### config.mk
export PLATFORM = sky130hd
export DESIGN_NAME = breakpoint_envelope_table_unit
export DESIGN_NICKNAME = d
export VERILOG_FILES = /design/src/design/bet_pkg.sv /design/src/design/breakpoint_envelope_table_unit.sv /design/src/design/bet_ctrl.sv /design/src/design/bet_dpath.sv
export VERILOG_INCLUDE_DIRS = /design/src /design/src/design
export SDC_FILE = /design/constraint.sdc
export NUM_CORES = 2
export LEC_CHECK = 0
export BUFFER_PORTS_ARGS = -buffer_cell sky130_fd_sc_hd__clkbuf_2
export CAP_MARGIN = 0
export CORE_MARGIN = 3
export CORE_UTILIZATION = 45
export CTS_CLUSTER_SIZE = 28
export DETAILED_ROUTE_END_ITERATION = 8
export GPL_TIMING_DRIVEN = 0
export HOLD_SLACK_MARGIN = 0.08
export MAX_ROUTING_LAYER = met4
export PLACE_DENSITY = 0.61
export SYNTH_ARGS = -nofsm -noshare
export SYNTH_HDL_FRONTEND = slang
export SYNTH_SLANG_ARGS = --single-unit
### constraint.sdc
create_clock -name clk -period 9.9 [get_ports clk]
set_clock_uncertainty 0.2 [all_clocks]
set_input_delay 1.98 -clock clk [delete_from_list [all_inputs] [get_ports clk]]
set_output_delay 1.98 -clock clk [all_outputs]
set_load 0.02 [all_outputs]
### src/design/breakpoint_envelope_table_unit_macros.svh
// ----------------------------------------------------------------------------
// Assertion macros for the breakpoint envelope table
// Shared check forms, clocked on clk and quiet while rst_n is low
// ----------------------------------------------------------------------------
`ifndef BREAKPOINT_ENVELOPE_TABLE_UNIT_MACROS_SVH
`define BREAKPOINT_ENVELOPE_TABLE_UNIT_MACROS_SVH

// condition implies consequence in the same cycle
`define BET_CHK_NOW(lbl, ante, cons, msg) \
    lbl: assert property (@(posedge clk) disable iff (!rst_n) (ante) |-> (cons)) \
        else $error(msg);

// condition implies consequence in the next cycle
`define BET_CHK_NEXT(lbl, ante, cons, msg) \
    lbl: assert property (@(posedge clk) disable iff (!rst_n) (ante) |=> (cons)) \
        else $error(msg);

`endif

### src/design/bet_pkg.sv
// ----------------------------------------------------------------------------
// bet_pkg
// Types, codes and command/status structures of the breakpoint envelope table
// ----------------------------------------------------------------------------
`default_nettype none

package bet_pkg;

    localparam int FuncW    = 2;
    localparam int IdxW     = 5;
    localparam int CoordW   = 16;
    localparam int GapW     = 15;
    localparam int StatW    = 2;
    localparam int CfgAddrW = 3;
    localparam int CfgDataW = 16;
    localparam int LockW    = 4;
    localparam int DvdW     = 33;
    localparam int DivSteps = DvdW;
    localparam int DcntW    = 6;

    // request function codes
    typedef enum logic [FuncW-1:0] {
        FN_EVAL = 2'd0,
        FN_SET  = 2'd1,
        FN_DEL  = 2'd2,
        FN_MOVE = 2'd3
    } func_t;

    // result status codes
    typedef enum logic [StatW-1:0] {
        ST_OK     = 2'd0,
        ST_REJECT = 2'd1,
        ST_RANGE  = 2'd2
    } res_stat_t;

    // configuration register indexes
    typedef enum logic [CfgAddrW-1:0] {
        CFG_X_LOWER   = 3'd0,
        CFG_X_UPPER   = 3'd1,
        CFG_X_MIN_GAP = 3'd2,
        CFG_Y_LOWER   = 3'd3,
        CFG_Y_UPPER   = 3'd4,
        CFG_MODE      = 3'd5,
        CFG_END_LOCKS = 3'd6
    } cfg_idx_t;

    // end lock bits
    localparam int LockFirstX = 0;
    localparam int LockFirstY = 1;
    localparam int LockLastX  = 2;
    localparam int LockLastY  = 3;

    typedef enum logic [4:0] {
        S_IDLE, S_DISP,
        S_SCAN_RD, S_SCAN_CMP, S_SCAN_END,
        S_INS_CHK, S_INS_WR, S_INS_NEW,
        S_DEL_CHK, S_DEL_RD, S_DEL_CAP, S_DEL_CHK2, S_DEL_WR,
        S_MV_CHK, S_MV_RC, S_MV_RP, S_MV_RN, S_MV_NX, S_MV_LIM, S_MV_WR,
        S_MUL1, S_MUL2, S_SUM, S_ABS, S_DIV, S_DIV_END,
        S_OUT
    } state_t;

    typedef enum logic [1:0] {RA_PTR, RA_PTR_DEC, RA_PTR_INC} rd_sel_t;
    typedef enum logic [2:0] {P_HOLD, P_ZERO, P_INC, P_DEC, P_TOTAL, P_IDX} ptr_op_t;
    typedef enum logic [2:0] {C_NONE, C_SCAN, C_CUR, C_PREV, C_NEXT} cap_t;
    typedef enum logic [1:0] {W_NONE, W_COPY, W_NEW, W_MOVE} wr_op_t;
    typedef enum logic [1:0] {T_HOLD, T_INC, T_DEC} tot_op_t;
    typedef enum logic [3:0] {
        R_NONE, R_RANGE, R_REJECT, R_EXACT, R_NEAR, R_INTERP,
        R_NEWNODE, R_DELETED, R_MOVED
    } res_op_t;
    typedef enum logic [2:0] {A_NONE, A_MUL1, A_MUL2, A_SUM, A_ABS, A_DIV} arith_t;

    // controller to datapath
    typedef struct packed {
        logic    load_in;
        rd_sel_t rd_sel;
        ptr_op_t ptr_op;
        cap_t    cap;
        wr_op_t  wr;
        tot_op_t tot;
        res_op_t res;
        arith_t  arith;
        logic    save_pos;
        logic    bounds;
        logic    out_load;
    } cmd_t;

    // datapath to controller
    typedef struct packed {
        func_t func;
        logic  mode;
        logic  ptr_eq_total;
        logic  ptr_eq_pos;
        logic  ptr_last;
        logic  ptr_zero;
        logic  total_zero;
        logic  total_full;
        logic  hit_ge;
        logic  cur_eq_x;
        logic  idx_bad;
        logic  idx_zero;
        logic  idx_last;
        logic  lock_first;
        logic  lock_last;
        logic  div_last;
        logic  out_free;
    } sts_t;

endpackage

`default_nettype wire

### src/design/breakpoint_envelope_table_unit.sv
// ----------------------------------------------------------------------------
// breakpoint_envelope_table_unit
// Piecewise-linear breakpoint table: evaluate, set, delete and move nodes
// ----------------------------------------------------------------------------
//  channel   dir  handshake                fields
//  s_*       in   s_tvalid / s_tready      func, node_index, pos_x, pos_y
//  m_*       out  m_tvalid / m_tready      status, result_index, result_x, result_y
//  cfg_*     in   cfg_we                   register index, write data
//
//  one request at a time; node memory has one write port and one registered read port
//  evaluate: scan reads and compares one node at a time; interpolation adds two
//  products, sum, magnitude and a restoring divide; set: scan as above, then shift
//  the tail up; delete: shift the tail down; move: read node and neighbours, clamp
//  the output register lets a new request in while a result still waits
//  reset empties the table; node memory itself is not cleared
// ----------------------------------------------------------------------------
`default_nettype none

module breakpoint_envelope_table_unit #(
    parameter int NODES = 32
) (
    input  logic        clk,
    input  logic        rst_n,
    input  logic        s_tvalid,
    output logic        s_tready,
    input  logic [39:0] s_tdata,   // node_index[4:0], pos_x[20:5], pos_y[36:21]
    input  logic [1:0]  s_tuser,   // func[1:0]
    output logic        m_tvalid,
    input  logic        m_tready,
    output logic [39:0] m_tdata,   // result_index[4:0], result_x[20:5], result_y[36:21]
    output logic [1:0]  m_tuser,   // status[1:0]
    input  logic        cfg_we,
    input  logic [2:0]  cfg_addr,
    input  logic [15:0] cfg_data
);
    import bet_pkg::*;

    cmd_t              cmd;
    sts_t              sts;
    logic [IdxW-1:0]   res_index;
    logic [CoordW-1:0] res_x, res_y;

    // sequencer
    bet_ctrl u_ctrl (
        .clk      (clk),
        .rst_n    (rst_n),
        .in_valid (s_tvalid),
        .in_ready (s_tready),
        .sts      (sts),
        .cmd      (cmd)
    );

    // table and arithmetic
    bet_dpath #(
        .NODES (NODES)
    ) u_dpath (
        .clk        (clk),
        .rst_n      (rst_n),
        .cfg_we     (cfg_we),
        .cfg_addr   (cfg_addr),
        .cfg_data   (cfg_data),
        .in_func    (s_tuser),
        .in_idx     (s_tdata[4:0]),
        .in_x       (s_tdata[20:5]),
        .in_y       (s_tdata[36:21]),
        .cmd        (cmd),
        .sts        (sts),
        .out_valid  (m_tvalid),
        .out_ready  (m_tready),
        .out_status (m_tuser),
        .out_index  (res_index),
        .out_x      (res_x),
        .out_y      (res_y)
    );

    // output packing
    assign m_tdata = {3'b000, res_y, res_x, res_index};

endmodule

`default_nettype wire

### src/design/bet_ctrl.sv
// ----------------------------------------------------------------------------
// bet_ctrl
// Sequencer: scans, shifts, moves and divides by commanding the datapath
// ----------------------------------------------------------------------------
`default_nettype none
`include "breakpoint_envelope_table_unit_macros.svh"

module bet_ctrl (
    input  logic          clk,
    input  logic          rst_n,
    input  logic          in_valid,
    output logic          in_ready,
    input  bet_pkg::sts_t sts,
    output bet_pkg::cmd_t cmd
);
    import bet_pkg::*;

    state_t state_reg;
    state_t state_next;
    logic   eval_range;
    logic   set_reject;
    logic   del_reject;

    // state register
    always_ff @(posedge clk or negedge rst_n)
    begin
        if (!rst_n)
        begin
            state_reg <= S_IDLE;
        end
        else
        begin
            state_reg <= state_next;
        end
    end

    // decision terms
    assign eval_range = sts.total_zero || sts.ptr_eq_total || (sts.ptr_zero && !sts.cur_eq_x);
    assign set_reject = sts.total_full
        || (!sts.total_zero && sts.ptr_zero && !sts.cur_eq_x && sts.lock_first)
        || (!sts.total_zero && sts.ptr_eq_total && sts.lock_last);
    assign del_reject = sts.idx_bad || (sts.idx_zero && sts.lock_first)
        || (sts.idx_last && sts.lock_last);

    // next state and commands
    always_comb
    begin
        state_next = state_reg;
        cmd        = '0;
        in_ready   = 1'b0;
        case (state_reg)
            S_IDLE:
            begin
                in_ready = 1'b1;
                if (in_valid)
                begin
                    cmd.load_in = 1'b1;
                    state_next  = S_DISP;
                end
            end
            S_DISP:
            begin
                case (sts.func)
                    FN_EVAL, FN_SET:
                    begin
                        cmd.ptr_op = P_ZERO;
                        state_next = S_SCAN_RD;
                    end
                    FN_DEL:  state_next = S_DEL_CHK;
                    FN_MOVE: state_next = S_MV_CHK;
                    default: state_next = S_IDLE;
                endcase
            end
            // linear search for the first node at or above x
            S_SCAN_RD:
            begin
                cmd.rd_sel = RA_PTR;
                state_next = sts.ptr_eq_total ? S_SCAN_END : S_SCAN_CMP;
            end
            S_SCAN_CMP:
            begin
                cmd.cap = C_SCAN;
                if (sts.hit_ge)
                begin
                    state_next = S_SCAN_END;
                end
                else
                begin
                    cmd.ptr_op = P_INC;
                    state_next = S_SCAN_RD;
                end
            end
            S_SCAN_END:
            begin
                cmd.save_pos = 1'b1;
                if (sts.func == FN_EVAL)
                begin
                    if (eval_range)
                    begin
                        cmd.res    = R_RANGE;
                        state_next = S_OUT;
                    end
                    else if (sts.cur_eq_x)
                    begin
                        cmd.res    = R_EXACT;
                        state_next = S_OUT;
                    end
                    else if (!sts.mode)
                    begin
                        cmd.res    = R_NEAR;
                        state_next = S_OUT;
                    end
                    else
                    begin
                        state_next = S_MUL1;
                    end
                end
                else if (set_reject)
                begin
                    cmd.res    = R_REJECT;
                    state_next = S_OUT;
                end
                else if (!sts.ptr_eq_total && sts.cur_eq_x)
                begin
                    state_next = S_MV_RC;
                end
                else
                begin
                    cmd.ptr_op = P_TOTAL;
                    state_next = S_INS_CHK;
                end
            end
            // insert: shift the tail up one entry at a time
            S_INS_CHK:
            begin
                if (sts.ptr_eq_pos)
                begin
                    state_next = S_INS_NEW;
                end
                else
                begin
                    cmd.rd_sel = RA_PTR_DEC;
                    state_next = S_INS_WR;
                end
            end
            S_INS_WR:
            begin
                cmd.wr     = W_COPY;
                cmd.ptr_op = P_DEC;
                state_next = S_INS_CHK;
            end
            S_INS_NEW:
            begin
                cmd.wr     = W_NEW;
                cmd.tot    = T_INC;
                cmd.res    = R_NEWNODE;
                state_next = S_OUT;
            end
            // delete: take the node, then shift the tail down
            S_DEL_CHK:
            begin
                if (del_reject)
                begin
                    cmd.res    = R_REJECT;
                    state_next = S_OUT;
                end
                else
                begin
                    cmd.ptr_op = P_IDX;
                    state_next = S_DEL_RD;
                end
            end
            S_DEL_RD:
            begin
                cmd.rd_sel = RA_PTR;
                state_next = S_DEL_CAP;
            end
            S_DEL_CAP:
            begin
                cmd.res    = R_DELETED;
                state_next = S_DEL_CHK2;
            end
            S_DEL_CHK2:
            begin
                if (sts.ptr_last)
                begin
                    cmd.tot    = T_DEC;
                    state_next = S_OUT;
                end
                else
                begin
                    cmd.rd_sel = RA_PTR_INC;
                    state_next = S_DEL_WR;
                end
            end
            S_DEL_WR:
            begin
                cmd.wr     = W_COPY;
                cmd.ptr_op = P_INC;
                state_next = S_DEL_CHK2;
            end
            // move: fetch node and neighbours, bound, clamp
            S_MV_CHK:
            begin
                if (sts.idx_bad)
                begin
                    cmd.res    = R_REJECT;
                    state_next = S_OUT;
                end
                else
                begin
                    cmd.ptr_op = P_IDX;
                    state_next = S_MV_RC;
                end
            end
            S_MV_RC:
            begin
                cmd.rd_sel = RA_PTR;
                state_next = S_MV_RP;
            end
            S_MV_RP:
            begin
                cmd.cap    = C_CUR;
                cmd.rd_sel = RA_PTR_DEC;
                state_next = S_MV_RN;
            end
            S_MV_RN:
            begin
                cmd.cap    = C_PREV;
                cmd.rd_sel = RA_PTR_INC;
                state_next = S_MV_NX;
            end
            S_MV_NX:
            begin
                cmd.cap    = C_NEXT;
                state_next = S_MV_LIM;
            end
            S_MV_LIM:
            begin
                cmd.bounds = 1'b1;
                state_next = S_MV_WR;
            end
            S_MV_WR:
            begin
                cmd.wr     = W_MOVE;
                cmd.res    = R_MOVED;
                state_next = S_OUT;
            end
            // interpolation: two products, sum, magnitude, divide
            S_MUL1:
            begin
                cmd.arith  = A_MUL1;
                state_next = S_MUL2;
            end
            S_MUL2:
            begin
                cmd.arith  = A_MUL2;
                state_next = S_SUM;
            end
            S_SUM:
            begin
                cmd.arith  = A_SUM;
                state_next = S_ABS;
            end
            S_ABS:
            begin
                cmd.arith  = A_ABS;
                state_next = S_DIV;
            end
            S_DIV:
            begin
                cmd.arith = A_DIV;
                if (sts.div_last)
                begin
                    state_next = S_DIV_END;
                end
            end
            S_DIV_END:
            begin
                cmd.res    = R_INTERP;
                state_next = S_OUT;
            end
            // hand the result to the output register
            S_OUT:
            begin
                if (sts.out_free)
                begin
                    cmd.out_load = 1'b1;
                    state_next   = S_IDLE;
                end
            end
            default:
            begin
                state_next = S_IDLE;
            end
        endcase
    end

    `BET_CHK_NEXT(a_accept_leaves_idle, in_valid && in_ready, state_reg != S_IDLE,
        "accepted request did not start work")
    `BET_CHK_NOW(a_out_load_free, cmd.out_load, sts.out_free,
        "result loaded over a waiting result")
    `BET_CHK_NOW(a_ready_in_idle, in_ready, state_reg == S_IDLE,
        "ready raised outside idle")

endmodule

`default_nettype wire

### src/design/bet_dpath.sv
// ----------------------------------------------------------------------------
// bet_dpath
// Node memory, configuration, search/shift pointers, divider and result regs
// ----------------------------------------------------------------------------
`default_nettype none
`include "breakpoint_envelope_table_unit_macros.svh"

module bet_dpath #(
    parameter int NODES = 32
) (
    input  logic                           clk,
    input  logic                           rst_n,
    input  logic                           cfg_we,
    input  logic [bet_pkg::CfgAddrW-1:0]   cfg_addr,
    input  logic [bet_pkg::CfgDataW-1:0]   cfg_data,
    input  logic [bet_pkg::FuncW-1:0]      in_func,
    input  logic [bet_pkg::IdxW-1:0]       in_idx,
    input  logic [bet_pkg::CoordW-1:0]     in_x,
    input  logic [bet_pkg::CoordW-1:0]     in_y,
    input  bet_pkg::cmd_t                  cmd,
    output bet_pkg::sts_t                  sts,
    output logic                           out_valid,
    input  logic                           out_ready,
    output logic [bet_pkg::StatW-1:0]      out_status,
    output logic [bet_pkg::IdxW-1:0]       out_index,
    output logic [bet_pkg::CoordW-1:0]     out_x,
    output logic [bet_pkg::CoordW-1:0]     out_y
);
    import bet_pkg::*;

    localparam int AW = $clog2(NODES);
    localparam int CW = $clog2(NODES + 1);
    localparam int KW = (CW > IdxW) ? CW : IdxW;
    localparam int EW = CoordW + 2;

    // configuration registers
    logic signed [CoordW-1:0] x_lower_reg, x_upper_reg, y_lower_reg, y_upper_reg;
    logic [GapW-1:0]          gap_reg;
    logic                     mode_reg;
    logic [LockW-1:0]         locks_reg;

    // request registers
    func_t                    func_reg;
    logic [IdxW-1:0]          idx_reg;
    logic signed [CoordW-1:0] x_reg, y_reg;

    // pointers and count
    logic [CW-1:0] total_reg, ptr_reg, pos_reg, ptr_next, ptr_inc, ptr_dec;

    // node memory
    logic [2*CoordW-1:0] mem [NODES];
    logic [2*CoordW-1:0] rd_q_reg;
    logic [AW-1:0]       rd_addr;
    logic                mem_we;
    logic [2*CoordW-1:0] mem_wd;
    logic signed [CoordW-1:0] rd_x, rd_y;

    // captured nodes
    logic signed [CoordW-1:0] cur_x_reg, cur_y_reg, prv_x_reg, prv_y_reg;
    logic signed [CoordW-1:0] nxt_x_reg, nxt_y_reg;

    // interpolation
    logic signed [CoordW:0]     dnx, dpx;
    logic signed [2*CoordW:0]   p1_reg, p2_reg;
    logic signed [2*CoordW+1:0] num_reg;
    logic [2*CoordW+1:0]        mag;
    logic                       neg_reg;
    logic [CoordW-1:0]          dvs_reg;
    logic [DvdW-1:0]            dq_reg;
    logic [CoordW:0]            rem_reg;
    logic [CoordW+1:0]          trial;
    logic                       trial_ge;
    logic [DcntW-1:0]           dcnt_reg;
    logic signed [CoordW-1:0]   near_y, interp_y;

    // move bounds
    logic signed [EW-1:0] gap_e, lox, hix, lox_reg, hix_reg, xe;
    logic signed [CoordW-1:0] loy, hiy, loy_reg, hiy_reg;
    logic                 bnd_ok;
    logic signed [EW-1:0] clx;
    logic signed [CoordW-1:0] cly;

    // result and output registers
    logic [StatW-1:0]         res_status_reg;
    logic [IdxW-1:0]          res_index_reg;
    logic [CoordW-1:0]        res_x_reg, res_y_reg;
    logic                     out_valid_reg;
    logic [StatW-1:0]         out_status_reg;
    logic [IdxW-1:0]          out_index_reg;
    logic [CoordW-1:0]        out_x_reg, out_y_reg;

    // configuration writes
    always_ff @(posedge clk or negedge rst_n)
    begin
        if (!rst_n)
        begin
            x_lower_reg <= 16'sh8000;
            x_upper_reg <= 16'sh7fff;
            gap_reg     <= '0;
            y_lower_reg <= 16'sh8000;
            y_upper_reg <= 16'sh7fff;
            mode_reg    <= 1'b1;
            locks_reg   <= '0;
        end
        else if (cfg_we)
        begin
            case (cfg_addr)
                CFG_X_LOWER:   x_lower_reg <= cfg_data;
                CFG_X_UPPER:   x_upper_reg <= cfg_data;
                CFG_X_MIN_GAP: gap_reg     <= cfg_data[GapW-1:0];
                CFG_Y_LOWER:   y_lower_reg <= cfg_data;
                CFG_Y_UPPER:   y_upper_reg <= cfg_data;
                CFG_MODE:      mode_reg    <= cfg_data[0];
                CFG_END_LOCKS: locks_reg   <= cfg_data[LockW-1:0];
                default:       mode_reg    <= mode_reg;
            endcase
        end
    end

    // request capture
    always_ff @(posedge clk)
    begin
        if (cmd.load_in)
        begin
            func_reg <= func_t'(in_func);
            idx_reg  <= in_idx;
            x_reg    <= in_x;
            y_reg    <= in_y;
        end
    end

    // pointer arithmetic
    assign ptr_inc = ptr_reg + CW'(1);
    assign ptr_dec = ptr_reg - CW'(1);

    always_comb
    begin
        case (cmd.ptr_op)
            P_ZERO:  ptr_next = '0;
            P_INC:   ptr_next = ptr_inc;
            P_DEC:   ptr_next = ptr_dec;
            P_TOTAL: ptr_next = total_reg;
            P_IDX:   ptr_next = CW'(idx_reg);
            default: ptr_next = ptr_reg;
        endcase
    end

    always_ff @(posedge clk or negedge rst_n)
    begin
        if (!rst_n)
        begin
            ptr_reg   <= '0;
            pos_reg   <= '0;
            total_reg <= '0;
        end
        else
        begin
            ptr_reg <= ptr_next;
            if (cmd.save_pos)
            begin
                pos_reg <= ptr_reg;
            end
            case (cmd.tot)
                T_INC:   total_reg <= total_reg + CW'(1);
                T_DEC:   total_reg <= total_reg - CW'(1);
                default: total_reg <= total_reg;
            endcase
        end
    end

    // memory read address and write data
    always_comb
    begin
        case (cmd.rd_sel)
            RA_PTR_DEC: rd_addr = ptr_dec[AW-1:0];
            RA_PTR_INC: rd_addr = ptr_inc[AW-1:0];
            default:    rd_addr = ptr_reg[AW-1:0];
        endcase
    end

    always_comb
    begin
        case (cmd.wr)
            W_COPY:
            begin
                mem_we = 1'b1;
                mem_wd = rd_q_reg;
            end
            W_NEW:
            begin
                mem_we = 1'b1;
                mem_wd = {x_reg, y_reg};
            end
            W_MOVE:
            begin
                mem_we = bnd_ok;
                mem_wd = {clx[CoordW-1:0], cly};
            end
            default:
            begin
                mem_we = 1'b0;
                mem_wd = rd_q_reg;
            end
        endcase
    end

    // node memory, one write and one registered read per cycle
    always_ff @(posedge clk)
    begin
        if (mem_we)
        begin
            mem[ptr_reg[AW-1:0]] <= mem_wd;
        end
        rd_q_reg <= mem[rd_addr];
    end

    assign rd_x = rd_q_reg[2*CoordW-1:CoordW];
    assign rd_y = rd_q_reg[CoordW-1:0];

    // node capture
    always_ff @(posedge clk)
    begin
        case (cmd.cap)
            C_SCAN:
            begin
                prv_x_reg <= cur_x_reg;
                prv_y_reg <= cur_y_reg;
                cur_x_reg <= rd_x;
                cur_y_reg <= rd_y;
            end
            C_CUR:
            begin
                cur_x_reg <= rd_x;
                cur_y_reg <= rd_y;
            end
            C_PREV:
            begin
                prv_x_reg <= rd_x;
                prv_y_reg <= rd_y;
            end
            C_NEXT:
            begin
                nxt_x_reg <= rd_x;
                nxt_y_reg <= rd_y;
            end
            default:
            begin
                cur_x_reg <= cur_x_reg;
            end
        endcase
    end

    // distances to the bracketing nodes
    assign dnx    = {cur_x_reg[CoordW-1], cur_x_reg} - {x_reg[CoordW-1], x_reg};
    assign dpx    = {x_reg[CoordW-1], x_reg} - {prv_x_reg[CoordW-1], prv_x_reg};
    assign near_y = (dpx < dnx) ? prv_y_reg : cur_y_reg;

    // magnitude of the numerator and restoring divider step
    assign mag      = num_reg[2*CoordW+1] ? (2*CoordW+2)'(-num_reg)
                                          : (2*CoordW+2)'(num_reg);
    assign trial    = {rem_reg, dq_reg[DvdW-1]};
    assign trial_ge = trial >= {2'b00, dvs_reg};
    assign interp_y = neg_reg ? CoordW'(-dq_reg[CoordW:0]) : CoordW'(dq_reg[CoordW:0]);

    always_ff @(posedge clk)
    begin
        case (cmd.arith)
            A_MUL1: p1_reg <= prv_y_reg * dnx;
            A_MUL2: p2_reg <= cur_y_reg * dpx;
            A_SUM:
            begin
                num_reg <= {p1_reg[2*CoordW], p1_reg} + {p2_reg[2*CoordW], p2_reg};
                dvs_reg <= cur_x_reg - prv_x_reg;
            end
            A_ABS:
            begin
                neg_reg <= num_reg[2*CoordW+1];
            end
            A_DIV:
            begin
                rem_reg <= trial_ge ? (CoordW+1)'(trial - {2'b00, dvs_reg})
                                    : trial[CoordW:0];
                dq_reg  <= {dq_reg[DvdW-2:0], trial_ge};
            end
            default:
            begin
                p1_reg <= p1_reg;
            end
        endcase
        if (cmd.arith == A_ABS)
        begin
            dq_reg  <= DvdW'(mag) + DvdW'(dvs_reg >> 1);
            rem_reg <= '0;
        end
    end

    // divider step count
    always_ff @(posedge clk or negedge rst_n)
    begin
        if (!rst_n)
        begin
            dcnt_reg <= '0;
        end
        else if (cmd.arith == A_ABS)
        begin
            dcnt_reg <= DcntW'(DivSteps);
        end
        else if (cmd.arith == A_DIV)
        begin
            dcnt_reg <= dcnt_reg - DcntW'(1);
        end
    end

    // move bounds from limits, neighbours and end locks
    assign gap_e = (gap_reg == '0) ? EW'(1) : EW'(gap_reg);
    assign xe    = EW'(x_reg);

    always_comb
    begin
        lox = EW'(x_lower_reg);
        hix = EW'(x_upper_reg);
        loy = y_lower_reg;
        hiy = y_upper_reg;
        if (sts.ptr_last)
        begin
            if (locks_reg[LockLastX])
            begin
                lox = EW'(cur_x_reg);
                hix = EW'(cur_x_reg);
            end
            if (locks_reg[LockLastY])
            begin
                loy = cur_y_reg;
                hiy = cur_y_reg;
            end
        end
        else
        begin
            hix = EW'(nxt_x_reg) - gap_e;
        end
        if (sts.ptr_zero)
        begin
            if (locks_reg[LockFirstX])
            begin
                lox = EW'(cur_x_reg);
                hix = EW'(cur_x_reg);
            end
            if (locks_reg[LockFirstY])
            begin
                loy = cur_y_reg;
                hiy = cur_y_reg;
            end
        end
        else
        begin
            lox = EW'(prv_x_reg) + gap_e;
        end
    end

    always_ff @(posedge clk)
    begin
        if (cmd.bounds)
        begin
            lox_reg <= lox;
            hix_reg <= hix;
            loy_reg <= loy;
            hiy_reg <= hiy;
        end
    end

    // clamp into the bounds
    assign bnd_ok = lox_reg <= hix_reg;
    assign clx    = (lox_reg > xe) ? lox_reg : (hix_reg < xe) ? hix_reg : xe;
    assign cly    = (loy_reg > y_reg) ? loy_reg : (hiy_reg < y_reg) ? hiy_reg : y_reg;

    // result register
    always_ff @(posedge clk)
    begin
        case (cmd.res)
            R_RANGE:
            begin
                res_status_reg <= ST_RANGE;
                res_index_reg  <= '0;
                res_x_reg      <= x_reg;
                res_y_reg      <= '0;
            end
            R_REJECT:
            begin
                res_status_reg <= ST_REJECT;
                res_index_reg  <= idx_reg;
                res_x_reg      <= '0;
                res_y_reg      <= '0;
            end
            R_EXACT:
            begin
                res_status_reg <= ST_OK;
                res_index_reg  <= IdxW'(ptr_reg);
                res_x_reg      <= x_reg;
                res_y_reg      <= cur_y_reg;
            end
            R_NEAR:
            begin
                res_status_reg <= ST_OK;
                res_index_reg  <= IdxW'(ptr_dec);
                res_x_reg      <= x_reg;
                res_y_reg      <= near_y;
            end
            R_INTERP:
            begin
                res_status_reg <= ST_OK;
                res_index_reg  <= IdxW'(ptr_dec);
                res_x_reg      <= x_reg;
                res_y_reg      <= interp_y;
            end
            R_NEWNODE:
            begin
                res_status_reg <= ST_OK;
                res_index_reg  <= IdxW'(ptr_reg);
                res_x_reg      <= x_reg;
                res_y_reg      <= y_reg;
            end
            R_DELETED:
            begin
                res_status_reg <= ST_OK;
                res_index_reg  <= idx_reg;
                res_x_reg      <= rd_x;
                res_y_reg      <= rd_y;
            end
            R_MOVED:
            begin
                res_status_reg <= ST_OK;
                res_index_reg  <= IdxW'(ptr_reg);
                res_x_reg      <= bnd_ok ? clx[CoordW-1:0] : cur_x_reg;
                res_y_reg      <= bnd_ok ? cly : cur_y_reg;
            end
            default:
            begin
                res_status_reg <= res_status_reg;
            end
        endcase
    end

    // output register
    always_ff @(posedge clk or negedge rst_n)
    begin
        if (!rst_n)
        begin
            out_valid_reg <= 1'b0;
        end
        else if (cmd.out_load)
        begin
            out_valid_reg <= 1'b1;
        end
        else if (out_ready)
        begin
            out_valid_reg <= 1'b0;
        end
    end

    always_ff @(posedge clk)
    begin
        if (cmd.out_load)
        begin
            out_status_reg <= res_status_reg;
            out_index_reg  <= res_index_reg;
            out_x_reg      <= res_x_reg;
            out_y_reg      <= res_y_reg;
        end
    end

    assign out_valid  = out_valid_reg;
    assign out_status = out_status_reg;
    assign out_index  = out_index_reg;
    assign out_x      = out_x_reg;
    assign out_y      = out_y_reg;

    // status to the controller
    always_comb
    begin
        sts.func         = func_reg;
        sts.mode         = mode_reg;
        sts.ptr_eq_total = ptr_reg == total_reg;
        sts.ptr_eq_pos   = ptr_reg == pos_reg;
        sts.ptr_last     = ptr_inc == total_reg;
        sts.ptr_zero     = ptr_reg == '0;
        sts.total_zero   = total_reg == '0;
        sts.total_full   = total_reg >= CW'(NODES);
        sts.hit_ge       = rd_x >= x_reg;
        sts.cur_eq_x     = cur_x_reg == x_reg;
        sts.idx_bad      = KW'(idx_reg) >= KW'(total_reg);
        sts.idx_zero     = idx_reg == '0;
        sts.idx_last     = (KW'(idx_reg) + KW'(1)) == KW'(total_reg);
        sts.lock_first   = |locks_reg[LockFirstY:LockFirstX];
        sts.lock_last    = |locks_reg[LockLastY:LockLastX];
        sts.div_last     = dcnt_reg == DcntW'(1);
        sts.out_free     = !out_valid_reg || out_ready;
    end

    `BET_CHK_NOW(a_total_bound, 1'b1, total_reg <= CW'(NODES),
        "node count above table size")
    `BET_CHK_NOW(a_write_in_table, mem_we, ptr_reg <= total_reg,
        "write beyond the end of the table")
    `BET_CHK_NEXT(a_out_held, out_valid_reg && !out_ready,
        out_valid_reg && $stable(out_x_reg) && $stable(out_y_reg),
        "waiting result dropped or changed")

endmodule

`default_nettype wire
## After elaboration in Yosys (flattened, before gate mapping)

Memory sizes are Yosys's and may differ from the RTL's. A register that Yosys moved wholly into a read port is not among the register bits.
Index checks and enable logic that the tools add are counted.

- Register bits: 546
- Bits in writable memories: 1024
- Memories: 1
- Output and inout port bits: 44
- Word-level logic and storage cells: 295

Memory list:

| name | depth | width | rd ports | clocked after memory_dff | write ports | RTL line | text |
|---|---|---|---|---|---|---|---|
| u_dpath.mem | 32 | 32 | 1 | 1 | 1 | bet_dpath.sv:51 | `logic [2*CoordW-1:0] mem [NODES];` |

- $mul: 2
- Eq/ne operators: 73
- $lt $le $gt $ge: 10
- Reductions and logical operators: 58
- Multiplexer cells: 94
- $add $sub $neg: 16

Operators with widths:

| operator | count |
|---|---|
| two-way mux 16 bit | 16 |
| two-way mux 18 bit | 8 |
| one-hot mux 5 bit (24 select lines) | 1 |
| one-hot mux 16 bit (7 select lines) | 1 |
| two-way mux 33 bit | 3 |
| multiplier 16 x 17 -> 33 bit | 2 |
| one-hot mux 16 bit (2 select lines) | 2 |
| one-hot mux 16 bit (4 select lines) | 1 |
| one-hot mux 32 bit (2 select lines) | 1 |
| == test 5 bit (second input constant) | 11 |
| subtractor 16 x 16 -> 17 bit | 3 |
| two-way mux 5 bit | 10 |
| == test 5 x 4 -> 1 bit (second input constant) | 8 |
| adder 33 x 33 -> 34 bit | 1 |
| adder 33 x 15 -> 33 bit | 1 |
| negation 33 bit | 1 |
| one-hot mux 6 bit (5 select lines) | 1 |
| one-hot mux 4 bit (7 select lines) | 1 |
| == test 3 x 2 -> 1 bit (second input constant) | 8 |
| == test 3 bit (second input constant) | 8 |
| == test 6 bit | 4 |
| two-way mux 3 bit | 8 |
| one-hot mux 3 bit (7 select lines) | 1 |
| == test 5 x 3 -> 1 bit (second input constant) | 4 |
| other kinds (64) | 148 |

## Depth between registers and ports, before layout

- Depth in word-level cells: 13
- Depth in mapped cells: 37
- Mapped depth without buffers: 36

## Hierarchy

From an unflattened synthesis, not the netlist that was laid out.

- Cells, all modules: 7548
- Area, all modules: 94927.3 sq um

Modules (own cells, without submodules):

| module | area each (sq um) | cells each | sequential area each (sq um) | instances |
|---|---|---|---|---|
| bet_dpath | 93768.7 | 7375 | 46901.2 | 1 |
| bet_ctrl | 1132.3 | 169 | 125.1 | 1 |
| breakpoint_envelope_table_unit | 26.3 | 4 | 0.0 | 1 |

## Worst setup path before layout

OpenSTA, ideal clock, no wires.

- Path type: register to register
- Start point: reg u_dpath.prv_x_reg[1]
- End point: reg u_dpath.p2_reg[27], data pin
- Clock period less this slack: 8.571 ns
- Required time: 9.442 ns
- Library setup time: 0.258 ns
- Cell stages (with the launch flop): 32
- Path slack: 1.329 ns
- Data arrival time: 8.113 ns
- Cell sequence: edfxtp_1 inv_1 ha_1 nor2b_1 o21ai_0 a21boi_0 o21ai_0 a21boi_0 o21a_1 o31a_1 o21a_1 o311ai_1 clkbuf_1 nand2_1 fa_1 inv_1 fa_1 fa_1 fa_1 fa_1 inv_1 fa_1 inv_1 ha_1 and4_1 nand2_1 or3b_2 a21o_1 or2_2 a21o_1 a211oi_1 nor2_1

- Cells in the longest elaborated chain, start to end: 2

Ends and longest elaborated chain:

| item | RTL line | text |
|---|---|---|
| start, declared | bet_dpath.sv:59 | `logic signed [CoordW-1:0] cur_x_reg, cur_y_reg, prv_x_reg, prv_y_reg;` |
| start signal, assigned | bet_dpath.sv:226 | `prv_x_reg <= cur_x_reg;` |
| start signal, assigned | bet_dpath.sv:238 | `prv_x_reg <= rd_x;` |
| subtractor 16 x 16 -> 17 bit | bet_dpath.sv:255 | `assign dpx = {x_reg[CoordW-1], x_reg} - {prv_x_reg[CoordW-1], prv_x_reg};` |
| multiplier 16 x 17 -> 33 bit | bet_dpath.sv:269 | `A_MUL2: p2_reg <= cur_y_reg * dpx;` |
| end signal, assigned | bet_dpath.sv:269 |  |
| end, declared | bet_dpath.sv:64 | `logic signed [2*CoordW:0] p1_reg, p2_reg;` |

No other way between the ends.
A chain may end at the register's enable or synchronous reset.

## Worst setup path in the final report

- Start point: reg u_dpath.cur_x_reg[1]
- End point: reg u_dpath.p1_reg[32], data pin

- Cells in the longest elaborated chain, start to end: 2

Ends and longest elaborated chain:

| item | RTL line | text |
|---|---|---|
| start, declared | bet_dpath.sv:59 |  |
| start signal, assigned | bet_dpath.sv:228 | `cur_x_reg <= rd_x;` |
| start signal, assigned | bet_dpath.sv:233 | `cur_x_reg <= rd_x;` |
| start signal, assigned | bet_dpath.sv:248 | `cur_x_reg <= cur_x_reg;` |
| subtractor 16 x 16 -> 17 bit | bet_dpath.sv:254 | `assign dnx = {cur_x_reg[CoordW-1], cur_x_reg} - {x_reg[CoordW-1], x_reg};` |
| multiplier 16 x 17 -> 33 bit | bet_dpath.sv:268 | `A_MUL1: p1_reg <= prv_y_reg * dnx;` |
| end signal, assigned | bet_dpath.sv:268 |  |
| end signal, assigned | bet_dpath.sv:287 | `p1_reg <= p1_reg;` |
| end, declared | bet_dpath.sv:64 |  |

No other way between the ends.

==> out/qor.yml <==
route:
  drc: 0
  drtIter0Drc: 5927
  wl_per_cell_microns: 27.3
  ant_nets: 0
  vias: 62165
  drt_pre_antenna_iters: 8
  avgViaCountPerCell: 5.75
  drt_wl_total_mm: 295
global_routing:
  grt_pass1_vias: 62343
  grtUsageTotal_pct: 27.9
  antenna_found_initial: 8
  grt_max_degree: 97
  grt_first_pass_wirelength_mm: 430
  overflow: 0
sta:
  post-route-min-period_ns: 9.48
  finalHoldViolations: 0
  finalMaxSlewViolations: 0
  max_slew.worst_pin.slew_ns: 1.31
  fmax_ghz: 0.105
  rsz0062_at_grt: "no"
  fin_crit_sh_pct: 95.8
  slew_headroom_pct: 12.5
  setup_violations: 0
floorplanning:
  fp-row-count: 168
  start_util_pct: 45.3
  dieArea_sq_mm: 0.217
  die_y_microns: 466
  die_w_microns: 466
  core-area_sq_mm: 0.210
  io-pin-count: 110
yosys:
  synth_ff_type: "edfxtp_1"
  synth_common_cells: "edfxtp_1 (1,437), inv_1 (847), nand2_1 (638)"
  syn-instance-count: 7474
  yosysWarningCount: 0
  synthArstFlopShare_pct: 7.12
  yosysSeqAreaShare_pct: 49.4
  synth_top_area_share_pct: 45.3
  ys_types: 100
  yosysMostFrequentCell: "edfxtp_1"
  synth_area_leader_cell: "edfxtp_1"
  synth_edf_count: 1437
  synth_area_per_cell_sq_um: 12.7
  synth_seq_cells: 1600
  netlist_top_cells_area: "edfxtp_1 (45%), fa_1 (12%), mux4_2 (6.1%)"
  synth.cell_area_sq_mm: 0.0952
setup_path:
  crit_type: "flip-flop to flip-flop"
  start_kind: "flip-flop"
  cp-end-kind: "flip-flop"
  slowest_delay_ns: 0.58
  critPathMostFrequentCell: "fa_1"
  crit_slowest_cell: "edfxtp_1"
  arrival_ns: 9.78
  crit_fanout: 10
  required_ns: 10.20
clock_tree:
  path_clk_slew_ns: 0.06
  worstSkewPairLatency_ns: 0.83
  cts_buffers: 170
  htreeDepth: 4
  cts_tree: "built"
  clock_path_buffers: 3
  cts_root_buffer: "clkbuf_16"
  clock-sinks: 1600
place:
  io_buffers: 101
  dpl.hpwl_mm: 228
  gp_congestion: 0.980
  dp.cells: 10475
final_layout:
  largest_reg_flops: 1024
  synthToLayoutAreaGrowth_pct: 12.9
  stdcell_count: 10817
  drive_gt1_share_pct: 14.2
  nets: 8937
flow_run:
  maxCapViolations: 0
outcome:
  status: "complete, no violations"
worst_hold_path:
  hp-class: "flip-flop to flip-flop"
-- cell families (layout without fill, tap and decap cells) --
kind of cell	Yosys count	in the layout	synth area share [%]
xor gates and xnor gates	251	251	2.33
and+or+nand+nor	1765	1765	9.09
muxes	510	510	8.95
buffers and inverters	1183	1714	4.68
adders and majority gates	1008	1008	17.7
AOI/OAI and AO/OA	1156	1156	7.88
other	1	8	0.00394
DFF	1600	1600	49.4
-- routing by layer --
metal | vias to the layer above | track usage, % | wire (microns)
met3 | 518 | 3.55 | 17800
met4 | 0 | 11.6 | 14700
met5 | - | - | 0
li1 | 27479 | - | -
met1 | 31863 | 35.6 | 119000
met2 | 2305 | 45.4 | 144000
-- critical path, delay by kind of cell, from the launching register on --
kind,cells,cell delay (ns)
adder cells (fa/ha/maj),8,3.83
XOR/XNOR,2,0.52
flip-flops,1,0.58
buffers and inverters,7,0.80
AO/OA/AOI/OAI,13,2.80
AND/OR/NAND/NOR,3,0.44
-- final timing paths --
| path | startpoint | depth (start not counted) | endpoint | slack (ns) |
|---|---|---|---|---|
| max reg2reg | u_dpath.cur_x_reg[1] | 33 | u_dpath.p1_reg[32] | 0.42 |
| min in group asynchronous | rst_n | 1 | u_dpath.out_valid | 0.84 |
| min | u_dpath.res_index_reg[1] | 0 | u_dpath.out_index[1] | 0.21 |
| min reg2reg | u_dpath.res_index_reg[1] | 0 | u_dpath.out_index[1] | 0.21 |
| max in group asynchronous | rst_n | 2 | u_dpath.gap_reg[14] | 7.83 |
| max | u_dpath.cur_x_reg[1] | 33 | u_dpath.p1_reg[32] | 0.42 |
-- per-stage QoR --
stage                     util (%)  cell area [sq um]  hold WS, ns  setup TNS [ns]  worst slack [ns]
final                         51.2             107000        0.215               0             0.420
after global routing          51.2             107000        0.217               0            0.0207
after CTS                     51.0             107000        0.215        -0.00127         -0.000828
after detailed placement      48.1             101000        0.205          -21.54             -1.42
after global placement        47.3              99200        0.204          -77.38             -1.67
after floorplan                  -              95200        0.200               0              1.33
-- cell type report --
type | count | area, sq um
multi-input combinational | 4693 | 44400
antenna | 5 | 12.5
clock inverter | 91 | 1160
inverter | 849 | 3190
fill | 17953 | 103000
timing repair buffer | 223 | 2180
tap | 2805 | 3510
buffer | 326 | 1280
sequential | 1600 | 47000
clock buffer | 225 | 4700
-- placed cells by master (no fill, tap or decap), types with 33 or more instances in the layout --
cell       count
a21o_1       113
a21oi_1      249
and2_1       221
and3_1        56
buf_1         41
buf_12        34
buf_4         44
clkbuf_1     296
clkbuf_16    175
clkbuf_2     111
dfrtp_1       81
dfstp_2       33
dfxtp_1       49
edfxtp_1    1437
fa_1         561
ha_1         447
inv_1        841
mux2_2       169
mux2i_1       85
mux4_2       256
nand2_1      637
nand2b_1      61
nand3_1      108
nand4_1       45
nor2_1       316
nor2b_1       74
nor3_1        61
o211ai_1      47
o21a_1        58
o21ai_0      290
xnor2_1      152
xor2_1        86
-- repair_timing --
action | in CTS | in global routing
hold buffers | 0 | 0
endpoints found under the hold margin | 0 | 0
buffers inserted | 8 | 21
setup endpoints to repair | 29 | 18
gates resized for setup | 48 | 53
pin swaps | 3 | 9
Power is left out: the tool's default activity adds up to more than one toggle a clock period on the data nets, which glitch-free logic cannot reach.
